### src/hdl/pcpd_pkg.sv
// Shared types, sizes and helpers of the preamble correlation peak detector.
// Used by pcpd_cell, preamble_correlation_peak_detector_top and the testbench; no dependencies.
package pcpd_pkg;

	localparam int TAPS      = 64;
	localparam int MAX_FRAME = 4096;

	localparam int SMP_W   = 16;
	localparam int IDX_W   = 6;
	localparam int INDEX_W = 12;
	localparam int SUM_W   = 38;
	localparam int PROD_W  = 2 * SMP_W;
	localparam int ACC_W   = (PROD_W + $clog2(TAPS) > SUM_W) ? PROD_W + $clog2(TAPS) : SUM_W;

	localparam int COUNT_CAP = MAX_FRAME + TAPS;
	localparam int CNT_W     = $clog2(COUNT_CAP + 1);
	localparam int WAIT_W    = $clog2(TAPS + 2);

	localparam logic [0:0] ACT_COEFF  = 1'b0;
	localparam logic [0:0] ACT_SAMPLE = 1'b1;

	typedef logic signed [SMP_W-1:0] smp_t;
	typedef logic signed [ACC_W-1:0] acc_t;
	typedef logic signed [SUM_W-1:0] sum_t;

	typedef struct packed {
		logic shift;
		logic load;
		smp_t coeff;
	} cell_ctl_t;

	// clamp the chain sum to the signed 38-bit result range
	function automatic sum_t sat_sum(input acc_t a);
		acc_t hi;
		acc_t lo;
		hi = {{(ACC_W - SUM_W + 1){1'b0}}, {(SUM_W - 1){1'b1}}};
		lo = ~hi;
		if (a > hi) begin
			return SUM_W'(hi);
		end else if (a < lo) begin
			return SUM_W'(lo);
		end
		return SUM_W'(a);
	endfunction

endpackage

### src/hdl/pcpd_cell.sv
// One tap of the correlator chain: coefficient, sample, product and partial sum.
// Depends on pcpd_pkg.
module pcpd_cell (
	input  logic                clk,
	input  logic                arst_n,
	input  pcpd_pkg::cell_ctl_t ctl,
	input  pcpd_pkg::smp_t      sample_in,
	output pcpd_pkg::smp_t      sample_out,
	input  pcpd_pkg::acc_t      psum_in,
	output pcpd_pkg::acc_t      psum_out
);

	pcpd_pkg::smp_t                             coeff_q;
	pcpd_pkg::smp_t                             sample_q;
	logic signed [pcpd_pkg::PROD_W-1:0]         prod_q;
	pcpd_pkg::acc_t                             psum_q;

	always_ff @(posedge clk or negedge arst_n) begin
		if (!arst_n) begin
			coeff_q <= '0;
		end else if (ctl.load) begin
			coeff_q <= ctl.coeff;
		end
	end

	// samples move one cell toward the head on every sample transaction
	always_ff @(posedge clk) begin
		if (ctl.shift) begin
			sample_q <= sample_in;
		end
		prod_q <= coeff_q * sample_q;
		psum_q <= psum_in + pcpd_pkg::ACC_W'(prod_q);
	end

	assign sample_out = sample_q;
	assign psum_out   = psum_q;

endmodule

### config.mk
export PLATFORM = sky130hd
export DESIGN_NAME = pcpd_cell
export DESIGN_NICKNAME = d
export VERILOG_FILES = /design/src/hdl/pcpd_pkg.sv /design/src/hdl/pcpd_cell.sv
export SDC_FILE = /design/constraint.sdc
export NUM_CORES = 1
export LEC_CHECK = 0
export BUFFER_PORTS_ARGS = -buffer_cell sky130_fd_sc_hd__buf_4
export CAP_MARGIN = 25
export CORE_UTILIZATION = 30
export DETAILED_ROUTE_END_ITERATION = 7
export RECOVER_POWER = 100
export SLEW_MARGIN = 15
export SYNTH_ARGS = -nofsm -noshare
export SYNTH_HDL_FRONTEND = slang
export SYNTH_SLANG_ARGS = --single-unit
### constraint.sdc
create_clock -name clk -period 15.95 [get_ports clk]
set_input_delay 2.3925 -clock clk [delete_from_list [all_inputs] [get_ports clk]]
set_output_delay 2.3925 -clock clk [all_outputs]
set_load 0.05 [all_outputs]
==> summary.txt <==
Clocking
  – Post-CTS Setup Repair Bufs: 0
  – Cts repair resizes: 0
  – Clock-pin slew on the worst setup and hold paths: ~0.070 ns
  – H-tree depth: 3
  – CTS max path bufs: 2
  – Number of clock sinks: just over 100
  – Post-CTS Hold Buffers: 0
  – TritonCTS Buffers: 9
  – Root Buffer: clkbuf_16
  – Worst skew pair latency: roughly 0.4 ns
  – CTS tree: done

Global routing
  – Met2 Use GR: 0.272
  – Number of global-route vias before repair: around 11000
  – Initial antenna violation count: 0
  – Met3 GRT Util: 0.0223
  – GRT overflow: 0
  – Met1 Use GR: 0.191
  – All-Layer GR Usage: 0.154
  – Pin count of the biggest net entering global routing: 18
  – First-pass GRT wire length: 56.7 mm
  – Top Usage Layer GRT: met2

Timing
  – Tmin final: 6.77 ns
  – Setup TNS: 0 ns
  – Final Hold Vio Count: 0
  – Slew margin rel.: 0.347
  – Fin crit share: 0.424
  – Fmax: roughly 0.15 GHz
  – RSZ-0062 raised after global routing: no
  – Slew Limit Fails: 0
  – Clock Skews: 0.0116 ns
  – Worst-Margin Slew: between 0.9 and 1 ns
  – # setup viols final: 0

Worst setup path
  – Worst reg-to-reg setup slack: 9.18 ns
  – Bufs and invs on worst path: 3
  – Worst Path Required: roughly 16 ns
  – Sequence of cells on the critical path: nand2_1 -> inv_1 -> fa_1 -> fa_1 -> fa_1 -> fa_1 -> fa_1 -> inv_1 -> fa_1 -> inv_1 -> ha_1 -> a21oi_1 -> nor2_1 -> o31a_1 -> a311oi_1 -> o21ai_0 -> a211o_1 -> a21o_1 -> a21o_1 -> xor2_1
  – Worst r2r dst: prod_q[30]
  – Worst reg-to-reg path cell count: 20
  – Worst Path Arrival: slightly above 7 ns
  – WS Path Type: flip-flop to flip-flop
  – Critical Path End Type: flip-flop
  – Max incr delay on CP: 0.77 ns
  – Critical Path Most Common Cell: fa_1
  – CP max stage cell: fa_1
  – Startpoint Class: flip-flop
  – Crit path max-delay family: adder cells
  – Max FO, Critical Path: 17
  – FF-to-FF Start: sample_out[1]

Finish
  – Area growth syn-to-layout: 11.7%
  – Antenna Cells: 0
  – Nets: roughly 2000
  – Final core utilization: 0.343
  – Fraction of layout cells with a size suffix above 1: 0.0662

Synth
  – Post-synth EDFFs: 16
  – Syn Nets: between 1500 and 2000
  – Avg Cell Area, Syn: between 9 and 10 µm²
  – Synthesized area: 14100 µm²
  – Unique masters post-synth: 55
  – Synth Instances: around 1500
  – Number of synthesized register bits: approximately 100
  – Syn. warnings: 0
  – Main synth FF type: dfxtp_1
  – Ys async rst share: 0.157
  – Post-synthesis sequential area ratio: 0.162

Floorplanning
  – Die area: 47800 µm²
  – Initial core utilization: 0.307
  – Core ar.: about 46000 µm²
  – Width of the die: 219 µm
  – Num rows: between 70 and 80
  – Die Y: 219 µm
  – Boundary pin count: about 130

Placed design
  – RD Place Congestion: between 0.8 and 0.9
  – HPWL Detailed: 28.6 mm
  – IO buf count: ~130

Detailed routing
  – WL final: around 34 mm
  – Post-route ant nets: 0
  – Router iterations before antenna repair: 5
  – Vias: 9897
  – # DRC: 0
  – Iteration-0 DRC Markers: around 500
  – DR WL/cell: ~16 µm
  – Vias per inst: approximately 4.6

Hold path
  – Hold depth: 1
  – Hold path endpoint: psum_out[0]
  – Hold Path Class: flip-flop to flip-flop
  – HP Start: prod_q[0]

Status
  – Status: completed

Job
  – Max-Cap Viols: 0
-- registers in the layout, summed over array words and instances, names as in the netlist --
signal / count
psum_out: 38
sample_out: 16
prod_q: 32
coeff_q: 16
-- how the worst max path moves through the flow --
stage                        startpoint          to  slack, ns  cells after the start
after detailed placement  sample_out[1]  prod_q[30]       9.32                     20
final                     sample_out[1]  prod_q[30]       9.18                     20
after global routing      sample_out[1]  prod_q[30]       8.82                     20
after global placement    sample_out[1]  prod_q[30]       9.43                     20
after CTS                 sample_out[1]  prod_q[30]       9.30                     20
after floorplan           sample_out[1]  prod_q[30]       9.65                     21
-- synthesized netlist by cell type (2+ instances only) --
cell type | instances | area [µm²]
xnor2_1 | 47 | 412
nor3b_1 | 2 | 15.0
fa_1 | 263 | 5270
o21ai_0 | 33 | 165
o21a_1 | 11 | 82.6
and4_1 | 2 | 17.5
a311oi_1 | 2 | 17.5
a211oi_1 | 9 | 67.6
nor2b_1 | 3 | 18.8
nor4_1 | 2 | 12.5
and3_1 | 5 | 31.3
xor2_1 | 20 | 175
a21boi_0 | 2 | 15.0
a31oi_1 | 3 | 18.8
inv_1 | 296 | 1110
clkbuf_1 | 36 | 135
and2_1 | 128 | 801
edfxtp_1 | 16 | 480
nand2_1 | 137 | 514
o211ai_1 | 8 | 60.1
a21oi_1 | 52 | 260
nand4_1 | 5 | 31.3
nand2b_1 | 17 | 106
mux2_2 | 16 | 180
nand3_1 | 12 | 60.1
dfxtp_1 | 70 | 1400
a211o_1 | 3 | 26.3
o31ai_1 | 2 | 15.0
a21o_1 | 25 | 188
nor3_1 | 9 | 45.0
ha_1 | 119 | 1490
nor2_1 | 50 | 188
o31a_1 | 4 | 35.0
o21bai_1 | 5 | 37.5
dfrtp_1 | 16 | 400
-- cell families (layout without fill, tap and decap cells) --
group           Yosys count  after routing  synth area share
xor+xnor                 67             67            0.0417
buf+inv                 333            439            0.0889
compound gates          175            175            0.0816
fa+ha+maj               382            382             0.480
flops                   102            102             0.162
mux                      16             16            0.0128
simple gates            375            375             0.133
-- routing by layer --
layer	vias to the layer above	part of all wire
li1	4686	-
met1	4948	0.43
met2	217	0.50
met3	46	0.044
met4	0	0.021
met5	-	0
-- cell type report --
class	count	area (µm²)
Sequential cell	102	2280
Clock inverter	5	82.6
Fill cell	4711	30100
Tap cell	600	751
Inverter	296	1110
Clock buffer	11	233
Multi-Input combinational cell	1015	10500
Timing Repair Buffer	127	736
-- per-stage QoR --
stage                     instance area (µm²)  hold slack (ns)  std cells  worst slack, ns
final                                   15700            0.443       2156             9.18
after floorplan                         14100            0.420       1450             9.65
after detailed placement                15600            0.434       2140             9.32
after CTS                               15900            0.451       2156             9.30
after global placement                  15600            0.425       2140             9.43
after global routing                    15700            0.474       2156             8.82
-- worst reg2reg max path, cell delays in order, from the launching register on --
cell      delay (ns)
edfxtp_1        0.67
nand2_1         0.23
inv_1           0.10
fa_1            0.77
fa_1            0.51
fa_1            0.49
fa_1            0.52
fa_1            0.49
inv_1           0.05
fa_1            0.47
inv_1           0.04
ha_1            0.36
a21oi_1         0.17
nor2_1          0.06
o31a_1          0.27
a311oi_1        0.23
o21ai_0         0.31
a211o_1         0.39
a21o_1          0.19
a21o_1          0.18
xor2_1          0.14
-- layout by cell type (no fill, tap or decap), drive strengths merged, types with 50 or more instances in the layout --
cell type	synthesis	layout
clkbuf	36	87
dfxtp	70	70
nand2	137	137
ha	119	119
a21oi	53	53
and2	128	128
buf	1	51
inv	296	297
fa	263	263
nor2	50	50
Power is left out: the tool's default activity adds up to more than one toggle a clock period on the data nets, which glitch-free logic cannot reach.
